**src/hw/rtl/btipf_pkg.sv**
```systemverilog
// Package for the BER-TLV image payload finder.
// Holds the request and result types, parse phases, outcome codes and tag/signature constants.
// No dependencies.
`default_nettype none

package btipf_pkg;

    // Default width of blob positions and lengths
    localparam int DEFAULT_LENGTH_BITS = 24;
    // Width of a decoded TLV value length (up to three length bytes)
    localparam int VLEN_BITS           = 24;
    localparam int WIN_BITS            = 48;

    // Request kinds
    localparam logic MODE_START = 1'b0;
    localparam logic MODE_DATA  = 1'b1;

    // Tags of the biometric data block
    localparam logic [15:0] TAG_IMAGE_A = 16'h5F2E;
    localparam logic [15:0] TAG_IMAGE_B = 16'h7F2E;
    localparam logic [4:0]  TAG_NUMBER_ESCAPE = 5'h1F;
    localparam int          TAG_CONSTRUCTED_BIT = 5;

    // Long-form length prefixes
    localparam logic [7:0] LEN_LONG_1 = 8'h81;
    localparam logic [7:0] LEN_LONG_3 = 8'h83;

    // Image signatures
    localparam logic [23:0] SIG_JPEG_SOI = 24'hFF_D8_FF;
    localparam logic [47:0] SIG_JP2_BOX  = 48'h00_00_00_0C_6A_50;
    localparam logic [31:0] SIG_J2C_SOC  = 32'hFF_4F_FF_51;

    typedef enum logic [2:0] {
        PH_IDLE,
        PH_TAG1,
        PH_TAG2,
        PH_LEN,
        PH_LENX,
        PH_SKIP,
        PH_SCAN,
        PH_DONE
    } phase_t;

    typedef enum logic [2:0] {
        OUT_NONE  = 3'd0,
        OUT_JPEG  = 3'd1,
        OUT_JP2   = 3'd2,
        OUT_J2C   = 3'd3,
        OUT_WHOLE = 3'd4
    } outcome_t;

    typedef struct packed {
        logic        mode;
        logic [7:0]  data_byte;
        logic [23:0] blob_length;
    } req_t;

    typedef struct packed {
        outcome_t    outcome;
        logic [23:0] image_offset;
        logic [23:0] image_length;
    } result_t;

endpackage

`default_nettype wire

```
**src/hw/rtl/btipf_in_stage.sv**
```systemverilog
// Input register stage of the BER-TLV image payload finder.
// Captures one request and holds it until the walker consumes it; uses btipf_pkg.
`default_nettype none

module btipf_in_stage (
    input  wire logic            clk,
    input  wire logic            rst_n,
    input  wire logic            in_valid,
    output logic                 in_ready,
    input  wire btipf_pkg::req_t in_req,
    input  wire logic            advance,
    output logic                 item_valid,
    output btipf_pkg::req_t      item
);

    logic            valid_reg;
    logic            valid_next;
    btipf_pkg::req_t req_reg;
    logic            load;

    // Free when empty or when the held request moves on this cycle
    assign in_ready   = !valid_reg || advance;
    assign load       = in_valid && in_ready;
    assign item_valid = valid_reg;
    assign item       = req_reg;

    always_comb
    begin
        if (load)
        begin
            valid_next = 1'b1;
        end
        else if (advance)
        begin
            valid_next = 1'b0;
        end
        else
        begin
            valid_next = valid_reg;
        end
    end

    always_ff @(posedge clk or negedge rst_n)
    begin
        if (!rst_n)
        begin
            valid_reg <= 1'b0;
        end
        else
        begin
            valid_reg <= valid_next;
        end
    end

    // Payload, no reset needed
    always_ff @(posedge clk)
    begin
        if (load)
        begin
            req_reg <= in_req;
        end
    end

endmodule

`default_nettype wire

```
**src/hw/rtl/btipf_out_stage.sv**
```systemverilog
// Result register stage of the BER-TLV image payload finder.
// Holds one result until the consumer takes it; uses btipf_pkg.
`default_nettype none

module btipf_out_stage (
    input  wire logic               clk,
    input  wire logic               rst_n,
    input  wire logic               push,
    input  wire btipf_pkg::result_t push_result,
    output logic                    blocked,
    output logic                    out_valid,
    input  wire logic               out_ready,
    output btipf_pkg::result_t      out_result
);

    logic               valid_reg;
    logic               valid_next;
    btipf_pkg::result_t result_reg;

    // A waiting result that is not taken this cycle blocks a new one
    assign blocked    = valid_reg && !out_ready;
    assign out_valid  = valid_reg;
    assign out_result = result_reg;

    always_comb
    begin
        if (push)
        begin
            valid_next = 1'b1;
        end
        else if (out_ready)
        begin
            valid_next = 1'b0;
        end
        else
        begin
            valid_next = valid_reg;
        end
    end

    always_ff @(posedge clk or negedge rst_n)
    begin
        if (!rst_n)
        begin
            valid_reg <= 1'b0;
        end
        else
        begin
            valid_reg <= valid_next;
        end
    end

    always_ff @(posedge clk)
    begin
        if (push)
        begin
            result_reg <= push_result;
        end
    end

endmodule

`default_nettype wire

```
**src/hw/rtl/btipf_walker.sv**
```systemverilog
// TLV walker of the BER-TLV image payload finder: parse state and per-byte update.
// Decodes headers, skips or enters values and scans the image value; uses btipf_pkg.
`default_nettype none

module btipf_walker #(
    parameter int LENGTH_BITS = btipf_pkg::DEFAULT_LENGTH_BITS
) (
    input  wire logic            clk,
    input  wire logic            rst_n,
    input  wire logic            item_valid,
    input  wire btipf_pkg::req_t item,
    input  wire logic            out_blocked,
    output logic                 advance,
    output logic                 push,
    output btipf_pkg::result_t   result
);

    localparam int SUM_W = ((LENGTH_BITS > btipf_pkg::VLEN_BITS) ?
                            LENGTH_BITS : btipf_pkg::VLEN_BITS) + 2;

    // Control state
    btipf_pkg::phase_t   phase_reg, phase_next;
    logic [LENGTH_BITS-1:0] pos_reg, pos_next;
    logic [LENGTH_BITS-1:0] total_reg, total_next;
    logic [1:0]             left_reg, left_next;
    btipf_pkg::outcome_t    dec_out_reg, dec_out_next;

    // Working values
    logic [15:0]            tag_reg, tag_next;
    logic [23:0]            acc_reg, acc_next;
    logic [SUM_W-1:0]       skip_end_reg, skip_end_next;
    logic [LENGTH_BITS-1:0] pstart_reg, pstart_next;
    logic [SUM_W-1:0]       pend_reg, pend_next;
    logic [47:0]            win_reg, win_next;
    logic [LENGTH_BITS-1:0] dec_off_reg, dec_off_next;

    logic [7:0]       b;
    logic [SUM_W-1:0] p_ext, p1, p2, total_ext, pstart_ext;
    logic             is_start, walking, emit;
    logic [23:0]      acc_shift;
    logic [1:0]       left_dec;
    logic [47:0]      win_shift;
    logic             hdr_go;
    logic [23:0]      hdr_vlen;
    logic [SUM_W-1:0] hdr_end;
    logic [7:0]       first_tag_byte;
    logic             tag_matched;

    // Position arithmetic
    assign b          = item.data_byte;
    assign p_ext      = SUM_W'(pos_reg);
    assign p1         = p_ext + SUM_W'(1);
    assign p2         = p_ext + SUM_W'(2);
    assign total_ext  = SUM_W'(total_reg);
    assign pstart_ext = SUM_W'(pstart_reg);

    assign is_start = (item.mode == btipf_pkg::MODE_START);
    assign walking  = !is_start && (phase_reg != btipf_pkg::PH_IDLE) && (p_ext < total_ext);
    assign emit     = item_valid && walking && (p1 == total_ext);

    // Stall only a request that would produce a result into a full output
    assign advance = item_valid && !(emit && out_blocked);
    assign push    = advance && emit;

    // Header completion: value length known on this byte
    assign acc_shift = {acc_reg[15:0], b};
    assign left_dec  = left_reg - 2'd1;

    always_comb
    begin
        hdr_go   = 1'b0;
        hdr_vlen = acc_shift;
        if (phase_reg == btipf_pkg::PH_LEN && !b[7])
        begin
            hdr_go   = 1'b1;
            hdr_vlen = {16'd0, b};
        end
        else if (phase_reg == btipf_pkg::PH_LENX && left_dec == 2'd0)
        begin
            hdr_go = 1'b1;
        end
    end

    assign hdr_end        = p1 + SUM_W'(hdr_vlen);
    assign first_tag_byte = (tag_reg[15:8] != 8'd0) ? tag_reg[15:8] : tag_reg[7:0];
    assign tag_matched    = (tag_reg == btipf_pkg::TAG_IMAGE_A) ||
                            (tag_reg == btipf_pkg::TAG_IMAGE_B);
    assign win_shift      = {win_reg[39:0], b};

    // Next state
    always_comb
    begin
        phase_next    = phase_reg;
        pos_next      = pos_reg;
        total_next    = total_reg;
        left_next     = left_reg;
        dec_out_next  = dec_out_reg;
        tag_next      = tag_reg;
        acc_next      = acc_reg;
        skip_end_next = skip_end_reg;
        pstart_next   = pstart_reg;
        pend_next     = pend_reg;
        win_next      = win_reg;
        dec_off_next  = dec_off_reg;

        if (advance && is_start)
        begin
            // New blob: drop whatever walk was under way
            total_next   = LENGTH_BITS'(item.blob_length);
            pos_next     = '0;
            dec_out_next = btipf_pkg::OUT_NONE;
            dec_off_next = '0;
            phase_next   = (total_next != '0) ? btipf_pkg::PH_TAG1 : btipf_pkg::PH_IDLE;
        end
        else if (advance && walking)
        begin
            pos_next = LENGTH_BITS'(p1);
            unique case (phase_reg)
                btipf_pkg::PH_TAG1:
                begin
                    // Header must leave room for tag and length
                    if (p2 >= total_ext)
                    begin
                        dec_out_next = btipf_pkg::OUT_NONE;
                        dec_off_next = '0;
                        phase_next   = btipf_pkg::PH_DONE;
                    end
                    else
                    begin
                        tag_next   = {8'd0, b};
                        phase_next = (b[4:0] == btipf_pkg::TAG_NUMBER_ESCAPE) ?
                                     btipf_pkg::PH_TAG2 : btipf_pkg::PH_LEN;
                    end
                end
                btipf_pkg::PH_TAG2:
                begin
                    tag_next   = {tag_reg[7:0], b};
                    phase_next = btipf_pkg::PH_LEN;
                end
                btipf_pkg::PH_LEN:
                begin
                    if (b >= btipf_pkg::LEN_LONG_1 && b <= btipf_pkg::LEN_LONG_3)
                    begin
                        acc_next   = '0;
                        left_next  = b[1:0];
                        phase_next = btipf_pkg::PH_LENX;
                    end
                    else if (b[7])
                    begin
                        // Indefinite or over-long length form
                        dec_out_next = btipf_pkg::OUT_NONE;
                        dec_off_next = '0;
                        phase_next   = btipf_pkg::PH_DONE;
                    end
                end
                btipf_pkg::PH_LENX:
                begin
                    acc_next  = acc_shift;
                    left_next = left_dec;
                end
                btipf_pkg::PH_SKIP:
                begin
                    if (p1 >= skip_end_reg)
                    begin
                        phase_next = btipf_pkg::PH_TAG1;
                    end
                end
                btipf_pkg::PH_SCAN:
                begin
                    win_next = win_shift;
                    priority if (p_ext >= pstart_ext + SUM_W'(2) &&
                                 win_shift[23:0] == btipf_pkg::SIG_JPEG_SOI &&
                                 p1 < pend_reg)
                    begin
                        dec_out_next = btipf_pkg::OUT_JPEG;
                        dec_off_next = LENGTH_BITS'(p_ext - SUM_W'(2));
                        phase_next   = btipf_pkg::PH_DONE;
                    end
                    else if (p_ext >= pstart_ext + SUM_W'(5) &&
                             win_shift == btipf_pkg::SIG_JP2_BOX &&
                             p2 < pend_reg)
                    begin
                        dec_out_next = btipf_pkg::OUT_JP2;
                        dec_off_next = LENGTH_BITS'(p_ext - SUM_W'(5));
                        phase_next   = btipf_pkg::PH_DONE;
                    end
                    else if (p_ext >= pstart_ext + SUM_W'(3) &&
                             win_shift[31:0] == btipf_pkg::SIG_J2C_SOC)
                    begin
                        dec_out_next = btipf_pkg::OUT_J2C;
                        dec_off_next = LENGTH_BITS'(p_ext - SUM_W'(3));
                        phase_next   = btipf_pkg::PH_DONE;
                    end
                    else if (p1 >= pend_reg)
                    begin
                        // No signature: take the whole value
                        dec_out_next = btipf_pkg::OUT_WHOLE;
                        dec_off_next = pstart_reg;
                        phase_next   = btipf_pkg::PH_DONE;
                    end
                    else
                    begin
                        phase_next = btipf_pkg::PH_SCAN;
                    end
                end
                btipf_pkg::PH_IDLE,
                btipf_pkg::PH_DONE:
                begin
                    phase_next = phase_reg;
                end
            endcase

            // Complete header: check bounds, then enter, skip or scan the value
            if (hdr_go)
            begin
                if (hdr_end > total_ext)
                begin
                    dec_out_next = btipf_pkg::OUT_NONE;
                    dec_off_next = '0;
                    phase_next   = btipf_pkg::PH_DONE;
                end
                else if (tag_matched)
                begin
                    pstart_next = LENGTH_BITS'(p1);
                    pend_next   = hdr_end;
                    win_next    = '0;
                    if (hdr_vlen == 24'd0)
                    begin
                        dec_out_next = btipf_pkg::OUT_WHOLE;
                        dec_off_next = LENGTH_BITS'(p1);
                        phase_next   = btipf_pkg::PH_DONE;
                    end
                    else
                    begin
                        phase_next = btipf_pkg::PH_SCAN;
                    end
                end
                else if (first_tag_byte[btipf_pkg::TAG_CONSTRUCTED_BIT] || hdr_vlen == 24'd0)
                begin
                    phase_next = btipf_pkg::PH_TAG1;
                end
                else
                begin
                    skip_end_next = hdr_end;
                    phase_next    = btipf_pkg::PH_SKIP;
                end
            end

            // Final byte of the blob closes it
            if (p1 == total_ext)
            begin
                phase_next = btipf_pkg::PH_IDLE;
            end
        end
    end

    // Result for the final byte
    always_comb
    begin
        if (dec_out_next != btipf_pkg::OUT_NONE)
        begin
            result.outcome      = dec_out_next;
            result.image_offset = 24'(dec_off_next);
            result.image_length = 24'(pend_next - SUM_W'(dec_off_next));
        end
        else
        begin
            result.outcome      = btipf_pkg::OUT_NONE;
            result.image_offset = 24'd0;
            result.image_length = 24'd0;
        end
    end

    always_ff @(posedge clk or negedge rst_n)
    begin
        if (!rst_n)
        begin
            phase_reg   <= btipf_pkg::PH_IDLE;
            pos_reg     <= '0;
            total_reg   <= '0;
            left_reg    <= '0;
            dec_out_reg <= btipf_pkg::OUT_NONE;
        end
        else
        begin
            phase_reg   <= phase_next;
            pos_reg     <= pos_next;
            total_reg   <= total_next;
            left_reg    <= left_next;
            dec_out_reg <= dec_out_next;
        end
    end

    always_ff @(posedge clk)
    begin
        tag_reg      <= tag_next;
        acc_reg      <= acc_next;
        skip_end_reg <= skip_end_next;
        pstart_reg   <= pstart_next;
        pend_reg     <= pend_next;
        win_reg      <= win_next;
        dec_off_reg  <= dec_off_next;
    end

    // Checks
    a_idle_after_result: assert property (@(posedge clk) disable iff (!rst_n)
        push |=> phase_reg == btipf_pkg::PH_IDLE)
        else $error("walker not idle after final byte");

    a_pos_in_blob: assert property (@(posedge clk) disable iff (!rst_n)
        phase_reg != btipf_pkg::PH_IDLE |-> pos_reg < total_reg)
        else $error("byte position past blob end while walking");

    a_not_found_zero: assert property (@(posedge clk) disable iff (!rst_n)
        (push && result.outcome == btipf_pkg::OUT_NONE) |->
        (result.image_offset == 24'd0 && result.image_length == 24'd0))
        else $error("not-found result carries offset or length");

    a_no_push_blocked: assert property (@(posedge clk) disable iff (!rst_n)
        out_blocked |-> !push)
        else $error("result pushed into a full output register");

endmodule

`default_nettype wire

```
**src/hw/rtl/ber_tlv_image_payload_finder_unit.sv**
```systemverilog
// Top level of the BER-TLV image payload finder.
// Instantiates btipf_in_stage, btipf_walker and btipf_out_stage; uses btipf_pkg.
//
//   channel | direction | handshake          | payload
//   --------+-----------+--------------------+------------------------------------------
//   in      | request   | in_valid/in_ready  | mode, data_byte, blob_length
//   out     | result    | out_valid/out_ready| outcome, image_offset, image_length
//
// One request per cycle sustained while no final byte stalls; a final byte is held in the input register,
// the walker forms its result combinationally, and the output register then holds that result.
// rst_n clears the parse phase, position, blob length and both stage valids.
// A final byte stalls only while an untaken result sits in the output register;
// other requests keep flowing while the result waits.
`default_nettype none

module ber_tlv_image_payload_finder_unit #(
    parameter int LENGTH_BITS = btipf_pkg::DEFAULT_LENGTH_BITS
) (
    input  wire logic        clk,
    input  wire logic        rst_n,
    input  wire logic        in_valid,
    output logic             in_ready,
    input  wire logic        mode,
    input  wire logic [7:0]  data_byte,
    input  wire logic [23:0] blob_length,
    output logic             out_valid,
    input  wire logic        out_ready,
    output logic [2:0]       outcome,
    output logic [23:0]      image_offset,
    output logic [23:0]      image_length
);

    btipf_pkg::req_t    in_req;
    btipf_pkg::req_t    item;
    logic               item_valid;
    logic               advance;
    logic               push;
    logic               out_blocked;
    btipf_pkg::result_t push_result;
    btipf_pkg::result_t out_result;

    assign in_req.mode        = mode;
    assign in_req.data_byte   = data_byte;
    assign in_req.blob_length = blob_length;

    btipf_in_stage u_in_stage (
        .clk        (clk),
        .rst_n      (rst_n),
        .in_valid   (in_valid),
        .in_ready   (in_ready),
        .in_req     (in_req),
        .advance    (advance),
        .item_valid (item_valid),
        .item       (item)
    );

    btipf_walker #(
        .LENGTH_BITS (LENGTH_BITS)
    ) u_walker (
        .clk         (clk),
        .rst_n       (rst_n),
        .item_valid  (item_valid),
        .item        (item),
        .out_blocked (out_blocked),
        .advance     (advance),
        .push        (push),
        .result      (push_result)
    );

    btipf_out_stage u_out_stage (
        .clk         (clk),
        .rst_n       (rst_n),
        .push        (push),
        .push_result (push_result),
        .blocked     (out_blocked),
        .out_valid   (out_valid),
        .out_ready   (out_ready),
        .out_result  (out_result)
    );

    assign outcome      = out_result.outcome;
    assign image_offset = out_result.image_offset;
    assign image_length = out_result.image_length;

endmodule

`default_nettype wire
```
**config.mk**
```make
export PLATFORM = sky130hd
export DESIGN_NAME = ber_tlv_image_payload_finder_unit
export DESIGN_NICKNAME = d
export VERILOG_FILES = /design/src/hw/rtl/btipf_pkg.sv /design/src/hw/rtl/btipf_in_stage.sv /design/src/hw/rtl/btipf_out_stage.sv /design/src/hw/rtl/btipf_walker.sv /design/src/hw/rtl/ber_tlv_image_payload_finder_unit.sv
export SDC_FILE = /design/constraint.sdc
export NUM_CORES = 1
export LEC_CHECK = 0
export ABC_AREA = 1
export BUFFER_PORTS_ARGS = -buffer_cell sky130_fd_sc_hd__buf_2
export CORE_MARGIN = 2
export CORE_UTILIZATION = 25
export DETAILED_ROUTE_END_ITERATION = 10
export GPL_TIMING_DRIVEN = 0
export PLACE_DENSITY_LB_ADDON = 0.2
export SLEW_MARGIN = 15
export SYNTH_ARGS = -nofsm -noshare
export SYNTH_HDL_FRONTEND = slang
export SYNTH_SLANG_ARGS = --single-unit
```
**constraint.sdc**
```tcl
create_clock -name clk -period 6.7 [get_ports clk]
set_input_delay 1.005 -clock clk [delete_from_list [all_inputs] [get_ports clk]]
set_output_delay 1.005 -clock clk [all_outputs]
set_load 0.02 [all_outputs]
```
# Yosys cells after proc, flatten, opt, wreduce, memory -nomap -nowiden
# Cells that the tools add are included.
# word_totals
input_bits,37
ff_bits,322
wordCells,181
out_inout_bits,53
# classes
add_sub_neg,11
eq_ne,17
n_mux,72
bitwise_logic,5
reduce_logical,44
n_lt_le_gt_ge,12
# ops
operator,count
2-to-1 mux 24 bit,16
2-to-1 mux 48 bit,4
2-to-1 mux 26 bit,5
2-to-1 mux 3 bit,27
>= comparator 24 x 26 -> 1 bit,3
adder 24 x 2 -> 25 bit (second input constant),3
one-hot mux 24 bit (3 select lines),1
one-hot mux 16 bit (2 select lines),2
>= comparator 26 bit,2
less-than comparator 26 bit,2
equality test 48 x 20 -> 1 bit (second input constant),1
subtractor 24 x 2 -> 24 bit (second input constant),2
equality test 16 x 15 -> 1 bit (second input constant),2
equality test 32 bit (second input constant),1
2-to-1 mux 16 bit,2
adder 26 x 24 -> 26 bit,1
equality test 26 x 24 -> 1 bit,1
>= comparator 26 x 24 -> 1 bit,1
greater-than comparator 26 x 24 -> 1 bit,1
adder 24 x 1 -> 25 bit (second input constant),1
adder 24 x 3 -> 25 bit (second input constant),1
equality test 24 bit (second input constant),1
zero test 24 bit,1
less-than comparator 24 bit,1
31 further kinds,79

# Logic depth before layout (Yosys ltp)
# logic_depth
depth_word,14
ltp_mapped,52
depth_no_buf,50

# Modules after synthesis
# Synthesis repeated with hierarchy kept, for this count alone.
# hier_totals
hier_cells,3311
hier_area_um2,25360.6
# by_module_without_submodules
module,n_inst,cells_each,area_each_um2,seq_area_each_um2
btipf_walker,1,3215,22746.8,6085.8
btipf_out_stage,1,57,1577.8,1556.5
btipf_in_stage,1,39,1036.0,1016.0

# Worst setup path after synthesis
# OpenSTA, ideal clock, no wires.
# synth_timing
kind,register to register
start,reg u_walker.pos_reg[1]
end,"reg u_out_stage.result_reg, in the netlist u_out_stage.out_result[22], data pin"
path_stages_with_launch,50
path_slack_ns,-0.610
setup_ns,0.254
t_required_ns,6.446
t_arrival_ns,7.056
n_path_buf,1
synth_period_minus_slack_ns,7.310
cell_sequence,dfrtp_1 ha_1 inv_1 nor2_2 buf_4 nand2_1 nand2_1 nand2_1 ha_1 nand2_1 nor2_1 nand3_1 nand3_1 a31oi_1 o21ai_0 nand3_1 nand3_1 a21oi_1 (+14 left out) clkinv_1 o21ai_0 ha_1 nand2_1 o21ai_0 nand2_1 nand2_1 a21oi_1 inv_1 a21oi_1 o21bai_1 nand3_1 nand2_1 a21oi_1 o21ai_0 xor2_1 inv_1 nor2_1
# synth_via
word_cells_on_any_way,60
classes_between,add/sub (7); order compare (9); eq/ne (1); mux (29); reduce/logical (14)
# synth_rtl
item,line_no,text
"start, declared",btipf_walker.sv:23,"logic [LENGTH_BITS-1:0] pos_reg, pos_next;"
"start signal, assigned",btipf_walker.sv:287,pos_reg <= pos_next;
adder 24 x 1 -> 25 bit,btipf_walker.sv:52,assign p1 = p_ext + SUM_W'(1);
named net u_walker.p1[6],btipf_walker.sv:38,"logic [SUM_W-1:0] p_ext, p1, p2, total_ext, pstart_ext;"
adder 26 x 24 -> 26 bit,btipf_walker.sv:84,assign hdr_end = p1 + SUM_W'(hdr_vlen);
named net u_walker.hdr_end[17],btipf_walker.sv:45,logic [SUM_W-1:0] hdr_end;
greater-than comparator 26 x 24 -> 1 bit,btipf_walker.sv:216,if (hdr_end > total_ext)
2-to-1 mux 26 bit,btipf_walker.sv:216,
2-to-1 mux 26 bit,btipf_walker.sv:214,if (hdr_go)
2-to-1 mux 26 bit,btipf_walker.sv:115,else if (advance && walking)
2-to-1 mux 26 bit,btipf_walker.sv:106,if (advance && is_start)
named net u_walker.pend_next[2],btipf_walker.sv:33,"logic [SUM_W-1:0] pend_reg, pend_next;"
subtractor 24 bit,btipf_walker.sv:264,result.image_length = 24'(pend_next - SUM_W'(dec_off_next));
"end signal, assigned",btipf_out_stage.sv:57,result_reg <= push_result;
"end, declared",btipf_out_stage.sv:18,btipf_pkg::result_t result_reg;
# The timed path passes the listed nets, and every way through them passes these cells.
# A chain may end at the register's enable or synchronous reset.

# Final worst setup path
# layout_timing
start,reg u_walker.pos_reg[3]
end,"reg u_out_stage.result_reg, in the netlist u_out_stage.out_result[22], data pin"
# layout_via
word_cells_on_any_way,60
classes_between,add/sub (7); order compare (9); eq/ne (1); mux (29); reduce/logical (14)
# layout_rtl
item,line_no,text
adder 24 x 1 -> 25 bit,btipf_walker.sv:52,
named net u_walker.p1[11],btipf_walker.sv:38,
adder 26 x 24 -> 26 bit,btipf_walker.sv:84,
named net u_walker.hdr_end[15],btipf_walker.sv:45,
greater-than comparator 26 x 24 -> 1 bit,btipf_walker.sv:216,
2-to-1 mux 24 bit,btipf_walker.sv:216,
2-to-1 mux 24 bit,btipf_walker.sv:214,
2-to-1 mux 24 bit,btipf_walker.sv:115,
2-to-1 mux 24 bit,btipf_walker.sv:106,
named net u_walker.dec_off_next[0],btipf_walker.sv:35,"logic [LENGTH_BITS-1:0] dec_off_reg, dec_off_next;"
subtractor 24 bit,btipf_walker.sv:264,
# The timed path passes the listed nets, and every way through them passes these cells.

==> impl_metrics.py <==
metrics = {
    "pwr": {
        "ir_worst_vdd_v": 0.000169,
        "p_leak_nw": 15.4,
        "power_w": 0.00694,
        "p_sw_w": 0.00267,
        "power_frac_clock_pct": 31.8,
        "seq_power_share_pct": 34.3,
        "p_int_w": 0.00426,
        "power_density_mw_per_mm2": 212,
        "power_switching_share_pct": 38.5,
        "pwr-share-comb_pct": 33.9,
    },
    "placement": {
        "place_hpwl_um": 88900,
        "portBuffers": 89,
        "place_area_mm2": 0.0281,
        "place_ws_ps": -3240,
        "dp_cells": 4889,
        "gp_congestion": 0.971,
    },
    "routing": {
        "first_iter_violations": 2350,
        "drc_errors": 0,
        "vias": 25000,
        "drt-wirelength-per-cell_um": 21.9,
        "firstDrtPassIters": 6,
        "viasPerCell": 4.86,
        "routed_wl_um": 112000,
        "postRouteAntennaNets": 0,
    },
    "timing": {
        "slew_headroom_pct": 32.7,
        "worst_pin_slew_ps": 999,
        "fin_crit_ps": 6890,
        "finalMaxSlewViolations": 0,
        "rsz0062_at_grt": "yes",
        "layout_setup_ws_ps": -194,
        "period_share_pct": 103,
        "finalHoldViolCount": 0,
        "setup_viol": 7,
        "max_freq_ghz": 0.145,
        "skew_ps": 45.3,
    },
    "floorplan": {
        "io_pins": 90,
        "start_util_pct": 25.2,
        "die_area_mm2": 0.105,
        "coreArea_mm2": 0.102,
        "die_h_um": 325,
        "num_rows": 117,
        "die_x_um": 325,
    },
    "critical_path": {
        "r2r_start": "u_walker.pos_reg[3]",
        "cpPeakStageDelay_ps": 410,
        "reg2reg_slack_ps": -190,
        "critPathMaxFanout": 10,
        "crit_path_start_kind": "flip-flop",
        "critPathMostFrequentCell": "nand2_1",
        "worst_ep_arrival_time_ps": 7240,
        "crit_slowest_cell": "dfrtp_2",
        "cp-end-kind": "flip-flop",
        "path_buf_inv": 9,
        "critPathKind": "reg2reg",
        "reg2reg_depth": 49,
        "crit_required_ps": 7050,
        "r2r_end": "u_out_stage.out_result[22]",
        "path_delay_family": "simple AND/OR/NAND/NOR gates",
    },
    "run": {
        "max_cap_viol_count": 0,
    },
    "synth": {
        "synth_compound_area_share_pct": 10.0,
        "synth_top_family_by_area": "simple AND/OR/NAND/NOR gates",
        "yosys-mux-area-fraction_pct": 0.0779,
        "synthArstFlopShare_pct": 18.5,
        "synth-xor-area-share_pct": 6.50,
        "yosys_warnings": 0,
        "ys_seq_elements": 314,
        "synth_flop_cell": "edfxtp_1",
        "syn_area_mm2": 0.0257,
        "synth_nets": 3737,
        "syn_inst": 3422,
        "synthDistinctLibCells": 59,
        "synth_edf_count": 208,
        "syn_area_per_cell_um2": 7.51,
        "ys_seq_area_share_pct": 33.7,
        "synthAdderAreaFrac_pct": 13.6,
        "yosys.area_share.simple_pct": 26.7,
    },
    "clock_tree": {
        "clock_latency_ps": 620,
        "clock-sinks": 314,
        "cts_buffer_depth": 3,
        "htreeDepth": 2,
        "hold_buffers": 0,
        "cts-root-buf": "clkbuf_16",
        "cts_tree": "yes",
        "cts.clk_slew.worst_paths_ps": 60,
        "numCtsBuffers": 41,
    },
    "outcome": {
        "outcome": "finished with violations",
        "violations": "setup timing",
    },
    "global_route": {
        "grt_start_max_net_pins": 44,
        "antenna_found_initial": 6,
        "grtUsageTotal_pct": 20.6,
        "grt_pass1_wl_um": 160000,
        "grt_pass1_vias": 23700,
        "overflow": 0,
    },
    "finish": {
        "finalInstanceArea_mm2": 0.0328,
        "largest_register_ffs": 51,
        "stdcell_count": 5139,
        "areaGrowthSynthToFinish_pct": 27.5,
        "final_nets": 4054,
        "final_util_pct": 32.2,
        "drive_above_1_share_pct": 20.5,
    },
    "worst_hold_path": {
        "hold_class": "in2async",
    },
}
==> worst max path at each step <==
stage	startpoint	endpoint	slack, ps	cells past startpoint
CTS	u_walker.pos_reg[1]	u_out_stage.out_result[22]	-360	50
detailed placement	u_walker.pos_reg[1]	u_out_stage.out_result[17]	-3240	49
global placement	u_walker.pos_reg[1]	u_walker.skip_end_reg[2]	-3850	28
global route	u_walker.pos_reg[1]	u_out_stage.out_result[22]	-410	45
floorplan	u_walker.pos_reg[1]	u_out_stage.out_result[22]	8	52
finish	u_walker.pos_reg[3]	u_out_stage.out_result[22]	-190	49
==> synth_stat cells, types with 28 or more instances <==
| cell type | number | share of area, % |
|---|---|---|
| nor4_1 | 28 | 0.68 |
| xor2_1 | 172 | 5.9 |
| dfrtp_1 | 58 | 5.6 |
| o211ai_1 | 79 | 2.3 |
| clkbuf_1 | 36 | 0.53 |
| nand4_1 | 79 | 1.9 |
| nor3_1 | 57 | 1.1 |
| o21ai_0 | 129 | 2.5 |
| nand2_1 | 838 | 12 |
| a21oi_1 | 158 | 3.1 |
| nand3_1 | 207 | 4.0 |
| nor2_2 | 41 | 1.0 |
| dfxtp_1 | 48 | 3.7 |
| edfxtp_1 | 208 | 24 |
| inv_1 | 511 | 7.5 |
| nor2_1 | 298 | 4.4 |
| ha_1 | 276 | 13 |
==> area by class of cell <==
class | count | area [um2]
antenna | 1 | 2.50
buffer | 84 | 588
multi-input combinational | 2502 | 16400
clock inverter | 26 | 245
inverter | 520 | 2080
timing repair inverter | 1 | 8.76
sequential | 314 | 8690
timing repair buffer | 275 | 2020
clock buffer | 48 | 1060
tap | 1368 | 1710
fill | 11000 | 69100
==> layer usage <==
layer / vias up / part of all wire [%] / global-route usage [%] / routed length, um
met5: - / 0.033 / 0 / 37
met4: 6 / 3.9 / 7.06 / 4350
met3: 170 / 6.1 / 2.40 / 6890
met2: 780 / 46 / 33.7 / 51200
met1: 12000 / 44 / 28.1 / 49900
li1: 12000 / - / - / -
==> stage by stage <==
| stage | setup TNS (ps) | hold WS (ps) |
|---|---|---|
| after global placement | -384690 | 474 |
| after floorplan | 0 | 453 |
| after detailed placement | -206630 | 478 |
| after global routing | -2500 | 310 |
| after CTS | -2210 | 285 |
| final | -639 | 310 |
==> power by group through the flow <==
stage / Combinational (W) / Clock (W) / Sequential (W)
2_1_floorplan: 0.00125 / 0 / 0.00236
6_report: 0.00235 / 0.00220 / 0.00238
3_5_place_dp: 0.00192 / 0 / 0.00244
5_1_grt: 0.00255 / 0.00232 / 0.00239
4_1_cts: 0.00221 / 0.00226 / 0.00238
3_3_place_gp: 0.00189 / 0 / 0.00244
==> placed cells by master (no fill, tap or decap), drive strengths merged, types with 7 or more instances in the layout <==
master	n
o211ai	80
xor2	173
clkbuf	83
nor4	28
o22ai	23
clkinvlp	25
a21o	9
edfxtp	208
buf	324
clkinv	20
dfxtp	48
o21a	9
ha	276
o21bai	14
xnor2	17
inv	500
or2	7
nand3	209
dfrtp	58
a21oi	158
nand2	851
nor2	348
nand4	80
o21ai	132
nor3	57
a31oi	8
==> what timing repair did <==
action / 4_1_cts / 5_1_grt
setup buffers: 104 / 71
endpoints found under the setup margin: 197 / 20
gates cloned: 2 / 0
pin swaps: 64 / 95
gates resized for setup: 299 / 182
hold endpoints to repair: 0 / 0
==> logic make-up (layout without fill, tap and decap cells) <==
family | count (synthesis) | in the layout
other | 0 | 1
AND/OR/NAND/NOR | 1588 | 1588
XOR/XNOR | 190 | 190
flip-flops | 314 | 314
multiplexers | 2 | 2
buffers and inverters | 606 | 954
AO/OA/AOI/OAI | 444 | 444
adder cells (fa/ha/maj) | 278 | 278
Power figures use the tool's default switching activity.
